**config.mk**
```make
export PLATFORM = sky130hd
export DESIGN_NAME = quadratic_bezier_plotter
export DESIGN_NICKNAME = d
export VERILOG_FILES = /design/src/sv/qbp_pkg.sv /design/src/sv/qbp_fifo.sv /design/src/sv/qbp_front.sv /design/src/sv/qbp_div.sv /design/src/sv/qbp_back.sv /design/src/sv/quadratic_bezier_plotter.sv
export VERILOG_INCLUDE_DIRS = /design/src /design/src/sv
export SDC_FILE = /design/constraint.sdc
export NUM_CORES = 2
export LEC_CHECK = 0
export BUFFER_PORTS_ARGS = -buffer_cell sky130_fd_sc_hd__buf_2
export CAP_MARGIN = 20
export CORE_MARGIN = 5
export CORE_UTILIZATION = 60
export CTS_BUF_LIST = sky130_fd_sc_hd__clkbuf_8 sky130_fd_sc_hd__clkbuf_16
export DETAILED_ROUTE_END_ITERATION = 16
export GPL_TIMING_DRIVEN = 0
export PLACE_DENSITY = 0.88
export SYNTH_ARGS = -nofsm -noshare
export SYNTH_HDL_FRONTEND = slang
export SYNTH_SLANG_ARGS = --single-unit
```
**constraint.sdc**
```tcl
create_clock -name clk -period 14.3 [get_ports clk]
set_clock_uncertainty 0.05 [all_clocks]
set_input_delay 0 -clock clk [delete_from_list [all_inputs] [get_ports clk]]
set_output_delay 0 -clock clk [all_outputs]
set_load 0.05 [all_outputs]
```
**src/sv/quadratic_bezier_plotter_macros.svh**
```systemverilog
// ---------------------------------------------------------------------------
// Assertion macros for the quadratic Bezier plotter
// Clocked checks on clk; the reset-qualified form is held off while rst_n is
// low. Empty bodies when SYNTHESIS is set.
// ---------------------------------------------------------------------------
`ifndef QUADRATIC_BEZIER_PLOTTER_MACROS_SVH
`define QUADRATIC_BEZIER_PLOTTER_MACROS_SVH

`ifndef SYNTHESIS

// check a property on every rising edge outside reset
`define QBP_ASSERT(label, prop, msg) \
    label: assert property (@(posedge clk) disable iff (!rst_n) (prop)) \
        else $error(msg);

// check a property on every rising edge, reset included
`define QBP_ASSERT_ALWAYS(label, prop, msg) \
    label: assert property (@(posedge clk) (prop)) else $error(msg);

`else

`define QBP_ASSERT(label, prop, msg)
`define QBP_ASSERT_ALWAYS(label, prop, msg)

`endif

`endif

```
**src/sv/qbp_pkg.sv**
```systemverilog
// ---------------------------------------------------------------------------
// qbp_pkg
// Shared widths, register codes and inter-module types of the plotter.
// ---------------------------------------------------------------------------
`default_nettype none

package qbp_pkg;

    // default number of steps along the curve; STEPS must be a power of two
    localparam int QBP_STEPS_DEFAULT = 1024;

    // field widths
    localparam int QBP_COORD_W = 12;
    localparam int QBP_COLOR_W = 4;

    // configuration port
    localparam int QBP_ADDR_W  = 5;
    localparam int QBP_DATA_W  = 32;
    localparam logic [QBP_COLOR_W-1:0] QBP_COLOR_RESET = 4'hF;

    // depth of the queue between front and back
    localparam int QBP_QUEUE_DEPTH = 2;

    // register indexes
    typedef enum logic [2:0] {
        REG_P0_X       = 3'd0,
        REG_P0_Y       = 3'd1,
        REG_P1_X       = 3'd2,
        REG_P1_Y       = 3'd3,
        REG_P2_X       = 3'd4,
        REG_P2_Y       = 3'd5,
        REG_DRAW_COLOR = 3'd6
    } qbp_reg_t;

    // per-pixel tag carried alongside the step index
    typedef struct packed {
        logic                   last;
        logic [QBP_COLOR_W-1:0] color;
    } qbp_tag_t;

    localparam int QBP_TAG_W = $bits(qbp_tag_t);

endpackage

`default_nettype wire

```
**src/sv/qbp_fifo.sv**
```systemverilog
// ---------------------------------------------------------------------------
// qbp_fifo
// Short first-in first-out queue between the front and back ends.
// ---------------------------------------------------------------------------
`default_nettype none
`include "quadratic_bezier_plotter_macros.svh"

module qbp_fifo #(
    parameter int W     = 8,
    parameter int DEPTH = 2
) (
    input  logic         clk,
    input  logic         rst_n,
    input  logic         push,
    input  logic [W-1:0] wdata,
    output logic         full,
    input  logic         pop,
    output logic [W-1:0] rdata,
    output logic         valid
);
    import qbp_pkg::*;

    localparam int PTR_W = (DEPTH > 1) ? $clog2(DEPTH) : 1;
    localparam int CNT_W = $clog2(DEPTH + 1);

    logic [W-1:0]     mem_reg [DEPTH];
    logic [PTR_W-1:0] wr_ptr_reg, wr_ptr_next;
    logic [PTR_W-1:0] rd_ptr_reg, rd_ptr_next;
    logic [CNT_W-1:0] count_reg, count_next;

    assign full  = (count_reg == CNT_W'(DEPTH));
    assign valid = (count_reg != '0);
    assign rdata = mem_reg[rd_ptr_reg];

    // advance pointers and fill count
    always_comb
    begin
        wr_ptr_next = wr_ptr_reg;
        rd_ptr_next = rd_ptr_reg;
        count_next  = count_reg;
        if (push)
        begin
            wr_ptr_next = (wr_ptr_reg == PTR_W'(DEPTH - 1)) ? '0 : wr_ptr_reg + 1'b1;
        end
        if (pop)
        begin
            rd_ptr_next = (rd_ptr_reg == PTR_W'(DEPTH - 1)) ? '0 : rd_ptr_reg + 1'b1;
        end
        if (push && !pop)
        begin
            count_next = count_reg + 1'b1;
        end
        else if (!push && pop)
        begin
            count_next = count_reg - 1'b1;
        end
    end

    always_ff @(posedge clk or negedge rst_n)
    begin
        if (!rst_n)
        begin
            wr_ptr_reg <= '0;
            rd_ptr_reg <= '0;
            count_reg  <= '0;
        end
        else
        begin
            wr_ptr_reg <= wr_ptr_next;
            rd_ptr_reg <= rd_ptr_next;
            count_reg  <= count_next;
        end
    end

    // store the incoming transfer
    always_ff @(posedge clk)
    begin
        if (push)
        begin
            mem_reg[wr_ptr_reg] <= wdata;
        end
    end

    `QBP_ASSERT(a_fifo_no_overflow, push |-> (count_reg != CNT_W'(DEPTH)), "queue push while full")

endmodule

`default_nettype wire

```
**src/sv/qbp_front.sv**
```systemverilog
// ---------------------------------------------------------------------------
// qbp_front
// Takes tick transfers, keeps the step counter and queues the step index
// with its end-of-curve flag and colour.
// ---------------------------------------------------------------------------
`default_nettype none
`include "quadratic_bezier_plotter_macros.svh"

module qbp_front #(
    parameter  int STEPS = 1024,
    localparam int K_W   = $clog2(STEPS + 1)
) (
    input  logic                            clk,
    input  logic                            rst_n,
    input  logic                            push,
    input  logic                            restart,
    output logic                            full,
    input  logic [qbp_pkg::QBP_COLOR_W-1:0] color,
    input  logic                            q_full,
    output logic                            q_push,
    output logic [K_W-1:0]                  q_k,
    output qbp_pkg::qbp_tag_t               q_tag
);
    import qbp_pkg::*;

    logic [K_W-1:0] step_reg, step_next;
    logic [K_W-1:0] k_cur;
    logic           last_cur;

    assign full   = q_full;
    assign q_push = push && !q_full;

    // pick the step for this tick and the one after it
    always_comb
    begin
        k_cur     = restart ? '0 : step_reg;
        last_cur  = (k_cur == K_W'(STEPS));
        step_next = step_reg;
        if (q_push)
        begin
            step_next = last_cur ? '0 : k_cur + 1'b1;
        end
    end

    assign q_k         = k_cur;
    assign q_tag.last  = last_cur;
    assign q_tag.color = color;

    always_ff @(posedge clk or negedge rst_n)
    begin
        if (!rst_n)
        begin
            step_reg <= '0;
        end
        else
        begin
            step_reg <= step_next;
        end
    end

    `QBP_ASSERT_ALWAYS(a_step_range, step_reg <= K_W'(STEPS), "step counter beyond end of curve")
    `QBP_ASSERT(a_wrap_after_last, (q_push && last_cur) |=> (step_reg == '0), "no wrap after last")

endmodule

`default_nettype wire

```
**src/sv/qbp_div.sv**
```systemverilog
// ---------------------------------------------------------------------------
// qbp_div
// Rounding stage: divides a weighted sum by STEPS^2, rounded half up. STEPS is
// a power of two, so this is a rounding add and a shift, registered once.
// ---------------------------------------------------------------------------
`default_nettype none

module qbp_div #(
    parameter  int STEPS = 1024,
    localparam int K_W   = $clog2(STEPS + 1),
    localparam int NUM_W = 2 * K_W + qbp_pkg::QBP_COORD_W
) (
    input  logic                            clk,
    input  logic                            rst_n,
    input  logic                            start,
    input  logic [NUM_W-1:0]                num,
    output logic                            done,
    output logic [qbp_pkg::QBP_COORD_W-1:0] quot
);
    import qbp_pkg::*;

    localparam int SUM_W = NUM_W + 1;
    localparam int SQ_SH = 2 * $clog2(STEPS);
    localparam longint unsigned HALF = 64'd1 << (SQ_SH - 1);

    logic [SUM_W-1:0]       sum;
    logic [QBP_COORD_W-1:0] q_reg, q_next;
    logic                   done_reg;

    // add half of STEPS^2, then drop the fraction bits
    assign sum    = {1'b0, num} + SUM_W'(HALF);
    assign q_next = start ? sum[SQ_SH +: QBP_COORD_W] : q_reg;

    always_ff @(posedge clk or negedge rst_n)
    begin
        if (!rst_n)
        begin
            done_reg <= 1'b0;
        end
        else
        begin
            done_reg <= start;
        end
    end

    // hold the quotient until the next start
    always_ff @(posedge clk)
    begin
        q_reg <= q_next;
    end

    assign done = done_reg;
    assign quot = q_reg;

endmodule

`default_nettype wire

```
**src/sv/qbp_back.sv**
```systemverilog
// ---------------------------------------------------------------------------
// qbp_back
// Evaluates the curve point for a queued step: weight products, weighted
// sums, rounding shift, then the result register.
// ---------------------------------------------------------------------------
`default_nettype none
`include "quadratic_bezier_plotter_macros.svh"

module qbp_back #(
    parameter  int STEPS = 1024,
    localparam int K_W   = $clog2(STEPS + 1)
) (
    input  logic                            clk,
    input  logic                            rst_n,
    input  logic                            q_valid,
    input  logic [K_W-1:0]                  q_k,
    input  qbp_pkg::qbp_tag_t               q_tag,
    output logic                            q_pop,
    input  logic [qbp_pkg::QBP_COORD_W-1:0] p0_x,
    input  logic [qbp_pkg::QBP_COORD_W-1:0] p0_y,
    input  logic [qbp_pkg::QBP_COORD_W-1:0] p1_x,
    input  logic [qbp_pkg::QBP_COORD_W-1:0] p1_y,
    input  logic [qbp_pkg::QBP_COORD_W-1:0] p2_x,
    input  logic [qbp_pkg::QBP_COORD_W-1:0] p2_y,
    input  logic                            pop,
    output logic                            empty,
    output logic [qbp_pkg::QBP_COORD_W-1:0] pixel_x,
    output logic [qbp_pkg::QBP_COORD_W-1:0] pixel_y,
    output logic [qbp_pkg::QBP_COLOR_W-1:0] pixel_color,
    output logic                            last_point
);
    import qbp_pkg::*;

    localparam int SQ_W  = 2 * K_W;
    localparam int NUM_W = SQ_W + QBP_COORD_W;

    typedef enum logic [6:0] {
        S_IDLE  = 7'b0000001,
        S_MUL1  = 7'b0000010,
        S_MUL2  = 7'b0000100,
        S_SUM   = 7'b0001000,
        S_START = 7'b0010000,
        S_DIV   = 7'b0100000,
        S_OUT   = 7'b1000000
    } state_t;

    state_t state_reg, state_next;

    logic [K_W-1:0]   k_reg;
    qbp_tag_t         tag_reg;
    logic [K_W-1:0]   u_cur;
    logic [SQ_W-1:0]  uu_reg, uk_reg, kk_reg;
    logic [NUM_W-1:0] ax_reg, bx_reg, cx_reg;
    logic [NUM_W-1:0] ay_reg, by_reg, cy_reg;
    logic [NUM_W-1:0] num_x_reg, num_y_reg;

    logic                   div_start;
    logic                   x_done, y_done;
    logic [QBP_COORD_W-1:0] x_quot, y_quot;

    logic                   out_valid_reg, out_valid_next;
    logic                   out_load;
    logic [QBP_COORD_W-1:0] px_reg, py_reg;
    qbp_tag_t               otag_reg;

    assign q_pop     = (state_reg == S_IDLE) && q_valid;
    assign div_start = (state_reg == S_START);
    assign out_load  = (state_reg == S_OUT) && (!out_valid_reg || pop);
    assign u_cur     = K_W'(STEPS) - k_reg;

    // sequence one item through the datapath
    always_comb
    begin
        state_next = state_reg;
        case (state_reg)
            S_IDLE:
            begin
                if (q_valid)
                begin
                    state_next = S_MUL1;
                end
            end
            S_MUL1:  state_next = S_MUL2;
            S_MUL2:  state_next = S_SUM;
            S_SUM:   state_next = S_START;
            S_START: state_next = S_DIV;
            S_DIV:
            begin
                if (x_done)
                begin
                    state_next = S_OUT;
                end
            end
            S_OUT:
            begin
                if (out_load)
                begin
                    state_next = S_IDLE;
                end
            end
            default: state_next = S_IDLE;
        endcase
    end

    // hold a finished pixel until it is taken
    always_comb
    begin
        out_valid_next = out_valid_reg;
        if (pop && out_valid_reg)
        begin
            out_valid_next = 1'b0;
        end
        if (out_load)
        begin
            out_valid_next = 1'b1;
        end
    end

    always_ff @(posedge clk or negedge rst_n)
    begin
        if (!rst_n)
        begin
            state_reg     <= S_IDLE;
            out_valid_reg <= 1'b0;
        end
        else
        begin
            state_reg     <= state_next;
            out_valid_reg <= out_valid_next;
        end
    end

    // datapath registers
    always_ff @(posedge clk)
    begin
        if (q_pop)
        begin
            k_reg   <= q_k;
            tag_reg <= q_tag;
        end
        if (state_reg == S_MUL1)
        begin
            uu_reg <= SQ_W'(u_cur) * SQ_W'(u_cur);
            uk_reg <= SQ_W'(u_cur) * SQ_W'(k_reg);
            kk_reg <= SQ_W'(k_reg) * SQ_W'(k_reg);
        end
        if (state_reg == S_MUL2)
        begin
            ax_reg <= NUM_W'(uu_reg) * NUM_W'(p0_x);
            bx_reg <= NUM_W'(uk_reg) * NUM_W'(p1_x);
            cx_reg <= NUM_W'(kk_reg) * NUM_W'(p2_x);
            ay_reg <= NUM_W'(uu_reg) * NUM_W'(p0_y);
            by_reg <= NUM_W'(uk_reg) * NUM_W'(p1_y);
            cy_reg <= NUM_W'(kk_reg) * NUM_W'(p2_y);
        end
        if (state_reg == S_SUM)
        begin
            num_x_reg <= ax_reg + (bx_reg << 1) + cx_reg;
            num_y_reg <= ay_reg + (by_reg << 1) + cy_reg;
        end
        if (out_load)
        begin
            px_reg   <= x_quot;
            py_reg   <= y_quot;
            otag_reg <= tag_reg;
        end
    end

    qbp_div #(
        .STEPS (STEPS)
    ) u_div_x (
        .clk   (clk),
        .rst_n (rst_n),
        .start (div_start),
        .num   (num_x_reg),
        .done  (x_done),
        .quot  (x_quot)
    );

    qbp_div #(
        .STEPS (STEPS)
    ) u_div_y (
        .clk   (clk),
        .rst_n (rst_n),
        .start (div_start),
        .num   (num_y_reg),
        .done  (y_done),
        .quot  (y_quot)
    );

    assign empty       = !out_valid_reg;
    assign pixel_x     = px_reg;
    assign pixel_y     = py_reg;
    assign pixel_color = otag_reg.color;
    assign last_point  = otag_reg.last;

    `QBP_ASSERT(a_div_lockstep, x_done == y_done, "x and y rounding stages out of step")
    `QBP_ASSERT(a_div_done_in_wait, x_done |-> (state_reg == S_DIV), "rounding done out of turn")

endmodule

`default_nettype wire

```
**src/sv/quadratic_bezier_plotter.sv**
```systemverilog
// ---------------------------------------------------------------------------
// quadratic_bezier_plotter
// Plots a quadratic Bezier curve from three control points, one pixel per
// tick, rounded half up, with the configured colour.
//
//   channel   handshake              payload
//   -------   --------------------   ----------------------------------------
//   tick      push / full            restart
//   pixel     empty / pop            pixel_x, pixel_y, pixel_color, last_point
//   config    psel/penable/pwrite    paddr, pwdata, prdata (pready tied high)
//
// A pixel passes from its taken tick to the result ports through queue
// read, weights, products, sums, rounding shift, done, output register.
// The back end works on one pixel at a time; it takes none while it is busy.
// A waiting pixel lets the back end finish the next one, which then holds
// until pop; the two-entry queue then fills and raises full.
// Reset clears step counter, queue, sequencer, points; sets colour; no clearing pass.
// ---------------------------------------------------------------------------
`default_nettype none

module quadratic_bezier_plotter #(
    parameter int STEPS = qbp_pkg::QBP_STEPS_DEFAULT
) (
    input  logic                            clk,
    input  logic                            rst_n,
    input  logic                            psel,
    input  logic                            penable,
    input  logic                            pwrite,
    input  logic [qbp_pkg::QBP_ADDR_W-1:0]  paddr,
    input  logic [qbp_pkg::QBP_DATA_W-1:0]  pwdata,
    output logic [qbp_pkg::QBP_DATA_W-1:0]  prdata,
    output logic                            pready,
    input  logic                            push,
    output logic                            full,
    input  logic                            restart,
    output logic                            empty,
    input  logic                            pop,
    output logic [qbp_pkg::QBP_COORD_W-1:0] pixel_x,
    output logic [qbp_pkg::QBP_COORD_W-1:0] pixel_y,
    output logic [qbp_pkg::QBP_COLOR_W-1:0] pixel_color,
    output logic                            last_point
);
    import qbp_pkg::*;

    localparam int K_W   = $clog2(STEPS + 1);
    localparam int ITEM_W = K_W + QBP_TAG_W;

    logic [QBP_COORD_W-1:0] p0_x_reg, p0_y_reg, p1_x_reg, p1_y_reg, p2_x_reg, p2_y_reg;
    logic [QBP_COLOR_W-1:0] color_reg;
    logic                   cfg_write;
    qbp_reg_t               cfg_idx;

    logic                   q_full, q_push, q_pop, q_valid;
    logic [K_W-1:0]         f_k, b_k;
    qbp_tag_t               f_tag, b_tag;
    logic [ITEM_W-1:0]      q_rdata;

    // configuration registers
    assign pready    = 1'b1;
    assign cfg_write = psel && penable && pwrite && pready;
    assign cfg_idx   = qbp_reg_t'(paddr[4:2]);

    always_ff @(posedge clk or negedge rst_n)
    begin
        if (!rst_n)
        begin
            p0_x_reg  <= '0;
            p0_y_reg  <= '0;
            p1_x_reg  <= '0;
            p1_y_reg  <= '0;
            p2_x_reg  <= '0;
            p2_y_reg  <= '0;
            color_reg <= QBP_COLOR_RESET;
        end
        else if (cfg_write)
        begin
            case (cfg_idx)
                REG_P0_X:       p0_x_reg  <= pwdata[QBP_COORD_W-1:0];
                REG_P0_Y:       p0_y_reg  <= pwdata[QBP_COORD_W-1:0];
                REG_P1_X:       p1_x_reg  <= pwdata[QBP_COORD_W-1:0];
                REG_P1_Y:       p1_y_reg  <= pwdata[QBP_COORD_W-1:0];
                REG_P2_X:       p2_x_reg  <= pwdata[QBP_COORD_W-1:0];
                REG_P2_Y:       p2_y_reg  <= pwdata[QBP_COORD_W-1:0];
                REG_DRAW_COLOR: color_reg <= pwdata[QBP_COLOR_W-1:0];
                default:        ;
            endcase
        end
    end

    // read back the addressed register
    always_comb
    begin
        case (cfg_idx)
            REG_P0_X:       prdata = QBP_DATA_W'(p0_x_reg);
            REG_P0_Y:       prdata = QBP_DATA_W'(p0_y_reg);
            REG_P1_X:       prdata = QBP_DATA_W'(p1_x_reg);
            REG_P1_Y:       prdata = QBP_DATA_W'(p1_y_reg);
            REG_P2_X:       prdata = QBP_DATA_W'(p2_x_reg);
            REG_P2_Y:       prdata = QBP_DATA_W'(p2_y_reg);
            REG_DRAW_COLOR: prdata = QBP_DATA_W'(color_reg);
            default:        prdata = '0;
        endcase
    end

    qbp_front #(
        .STEPS (STEPS)
    ) u_front (
        .clk     (clk),
        .rst_n   (rst_n),
        .push    (push),
        .restart (restart),
        .full    (full),
        .color   (color_reg),
        .q_full  (q_full),
        .q_push  (q_push),
        .q_k     (f_k),
        .q_tag   (f_tag)
    );

    qbp_fifo #(
        .W     (ITEM_W),
        .DEPTH (QBP_QUEUE_DEPTH)
    ) u_fifo (
        .clk   (clk),
        .rst_n (rst_n),
        .push  (q_push),
        .wdata ({f_k, f_tag}),
        .full  (q_full),
        .pop   (q_pop),
        .rdata (q_rdata),
        .valid (q_valid)
    );

    assign b_k   = q_rdata[ITEM_W-1:QBP_TAG_W];
    assign b_tag = qbp_tag_t'(q_rdata[QBP_TAG_W-1:0]);

    qbp_back #(
        .STEPS (STEPS)
    ) u_back (
        .clk         (clk),
        .rst_n       (rst_n),
        .q_valid     (q_valid),
        .q_k         (b_k),
        .q_tag       (b_tag),
        .q_pop       (q_pop),
        .p0_x        (p0_x_reg),
        .p0_y        (p0_y_reg),
        .p1_x        (p1_x_reg),
        .p1_y        (p1_y_reg),
        .p2_x        (p2_x_reg),
        .p2_y        (p2_y_reg),
        .pop         (pop),
        .empty       (empty),
        .pixel_x     (pixel_x),
        .pixel_y     (pixel_y),
        .pixel_color (pixel_color),
        .last_point  (last_point)
    );

endmodule

`default_nettype wire
```
==> impl_summary.log <==
INFO  metric synth_top_cell_area_share = 37.1%
INFO  metric synth_edf_count = 378
INFO  metric synthDominantAreaCellType = fa_1
INFO  metric post-route-min-period = 9.11 ns
INFO  metric worstPathArrival = 9.59 ns
INFO  metric io_buffer_count = 63
INFO  metric cts.repair.resized = 0
INFO  metric cts.root.buffer_cell = clkbuf_16
INFO  metric multi_input_area = 55800 µm²
INFO  metric worstSetupPathType = flip-flop to flip-flop
INFO  metric detail_route.first_pass.iterations = 8
INFO  metric tritoncts = built
INFO  metric grtUsageTotal = 32.9%
INFO  metric cts_hold_buf = 22
INFO  metric ranking_of_synthesized_cells_by_instance_count = inv_1 (1728), fa_1 (1435), nand2_1 (1140)
INFO  metric ratio_of_final_minimum_period_to_clock_period = 63.7%
INFO  metric ys_seq_area_share = 17.9%
INFO  metric routed_wirelength = 220 mm
INFO  metric final_layout_net_count = 10289
INFO  metric max_cap_violations = 0
INFO  metric placement_rows = 131
INFO  metric setup_viol_count_final = 0
INFO  metric detail_placement_hpwl = 180 mm
INFO  metric drc_errors = 0
INFO  metric routabilityCongestion = 0.994
INFO  metric clkTransAtPathRegs = 0.07 ns
INFO  metric achievable-frequency = 110 MHz
INFO  metric floorplan.initialDensity = 60.5%
INFO  metric timing.hold.worst.class = input pin to flip-flop
INFO  metric max_slew_violation_count = 0
INFO  metric grt_first_pass_wirelength = 343 mm
INFO  metric placed_cells_incl_taps = 9784
INFO  metric ys_seq_elements = 478
INFO  metric grt_setup_unrepaired = no
INFO  metric nFillCells = 9606
INFO  metric grt.overflow.total = 0
INFO  metric post_synth_instance_area = 77400 µm²
INFO  metric synthesis.area_per_instance = 9.68 µm²
INFO  metric layout.cells.non_filler = 9913
INFO  metric r2r.worst_path.cells = 27
INFO  metric vias = 57798
INFO  metric run_status = finished, final reports clean
INFO  metric timing_worst_slew_pin_value = 1.15 ns
INFO  metric reg2reg_setup_slack = 5.19 ns
INFO  metric clkLatencyLatePin = 0.70 ns
INFO  metric first_global_vias = 62316
INFO  metric async_reset_ff_share = 20.9%
INFO  metric number_of_antenna_violations_at_the_first_check_in_global_routing = 26
INFO  metric worstHoldStart = psel
INFO  metric syn_inst = 7997
INFO  metric die_area = 136000 µm²
INFO  metric fin_tns_setup = 0 ns
INFO  metric cp-start-kind = flip-flop
INFO  metric drive_above_1_share = 4.06%
INFO  metric die_width = 369 µm
INFO  metric buffer_levels_on_the_longest_clock_path = 3
INFO  metric final_antenna_net_count = 0
INFO  metric cts_htree_levels = 2
INFO  metric synthMostInstantiatedCell = inv_1
INFO  metric min_delay_worst_endpoint = p0_y_reg[0]
INFO  metric cts_made_buffers = 52
INFO  metric worst_r2r_endpoint = u_back.uu_reg[20]
INFO  metric critPathMaxFanout = 12
INFO  metric viasPerCell = 5.83
INFO  metric netlist-cell-type-count = 76
INFO  metric cts_setup_buffers = 0
INFO  metric initialDrtViolationCount = 4920
INFO  metric die_h = 369 µm
INFO  metric wire_per_inst = 22.2 µm
INFO  metric clock-sinks = 478
INFO  metric total_count_of_hold_check_failures_in_the_final_report = 0
INFO  metric worst_setup_path_end_kind = flip-flop
INFO  metric area_taken_by_flip_flops_and_latches = 13900 µm²
INFO  metric synth.top_cells.by_area = fa_1 (37%), edfxtp_1 (15%), ha_1 (9.9%)
INFO  metric synth_ff_type = edfxtp_1
INFO  metric area_growth = 6.45%
INFO  metric timing.max_slew.rel_slack = 23.6%
INFO  metric worst_hold_path.num_cells = 4
INFO  metric yosysWarningCount = 0
INFO  metric worst-endpoint-required = 14.78 ns
INFO  metric r2r-start = u_back.k_reg[0]
INFO  metric design.portCount = 109
INFO  metric design.core.area = 128000 µm²
INFO  metric grt_max_degree = 75
[worst max path at each step]
stage / start / endpoint / slack [ns]
after detailed placement: u_back.k_reg[0] / u_back.uu_reg[20] / 5.23
after floorplan: u_back.state_reg[1] / u_back.ax_reg[0] / 5.56
after global routing: u_back.k_reg[0] / u_back.uu_reg[20] / 4.83
final: u_back.k_reg[0] / u_back.uu_reg[20] / 5.19
after global placement: u_back.state_reg[1] / u_back.ay_reg[21] / 1.97
after CTS: u_back.k_reg[0] / u_back.uu_reg[20] / 5.21
[layer usage]
metal | vias to the layer above | wire length, µm | global-route usage [%]
li1 | 24710 | - | -
met1 | 28865 | 76700 | 39.7
met2 | 3314 | 99600 | 51.9
met3 | 891 | 25400 | 9.03
met4 | 18 | 18400 | 21.8
met5 | - | 134 | 0
[metrics by stage]
| stage | worst slack [ns] | hold slack (ns) | cell area (µm²) | util [%] |
|---|---|---|---|---|
| after floorplan | 5.56 | -0.346 | 77500 | - |
| after global placement | 1.97 | 0.253 | 79900 | 62.5 |
| after detailed placement | 5.23 | -0.0688 | 80300 | 62.8 |
| after CTS | 5.21 | 0.00187 | 82300 | 64.4 |
| after global routing | 4.83 | 0.0303 | 82300 | 64.4 |
| final | 5.19 | 0.0428 | 82400 | 64.4 |
[cell usage in the layout (no fill, tap or decap), drive strengths merged, types with 19 or more instances in the layout]
master,instances
clkbuf,395
nand4,21
nor2b,70
and3,42
nor3,42
conb,47
dlygate4sd3,21
mux2,99
buf,104
or3,23
clkinv,25
o21a,22
o21ai,110
and2,616
nor2,192
fa,1435
a21o,101
xnor2,221
ha,610
a21oi,188
mux2i,19
dfrtp,95
edfxtp,378
xor2,68
a211oi,20
nand3,59
or2,28
a31oi,29
inv,1742
nand2,1140
nand2b,68
[logic make-up (layout without fill, tap and decap cells)]
logic type / count (synthesis) / count (layout) / share of synthesized area (%)
AND/OR/NAND/NOR: 2359 / 2359 / 14.7
AO/OA/AOI/OAI: 608 / 608 / 5.06
buffers and inverters: 2095 / 2295 / 10.3
flip-flops: 478 / 478 / 17.9
adder cells (fa/ha/maj): 2045 / 2045 / 47.0
other: 2 / 56 / 0.00971
multiplexers: 121 / 121 / 1.77
XOR/XNOR: 289 / 289 / 3.27
[layout make-up]
class | instances | area share (%)
clock inverter | 40 | 0.509
sequential | 478 | 16.8
antenna | 9 | 0.0273
multi-input combinational | 5469 | 67.7
inverter | 1735 | 7.91
tap | 1662 | 2.52
timing repair buffer | 103 | 1.07
clock buffer | 57 | 1.69
buffer | 360 | 1.74
[critical path: stages, from the launching register on]
cell,delay [ns]
edfxtp_1,0.58
clkbuf_1,0.35
inv_2,0.34
ha_1,0.23
nor3b_1,0.27
nor3b_1,0.38
and3_1,0.24
nand2_1,0.08
ha_1,0.28
clkbuf_1,0.55
clkbuf_1,0.59
nor2_1,0.17
inv_1,0.27
fa_1,0.49
fa_1,0.51
inv_1,0.05
fa_1,0.44
fa_1,0.50
inv_1,0.05
fa_1,0.49
inv_1,0.05
ha_1,0.35
nand3_1,0.09
o21a_1,0.19
o21ai_0,0.41
a211oi_1,0.17
or4b_2,0.65
nand3_1,0.12
Power is not shown: default switching activity piles up to over one toggle a cycle in this logic, so the estimate is an artifact.
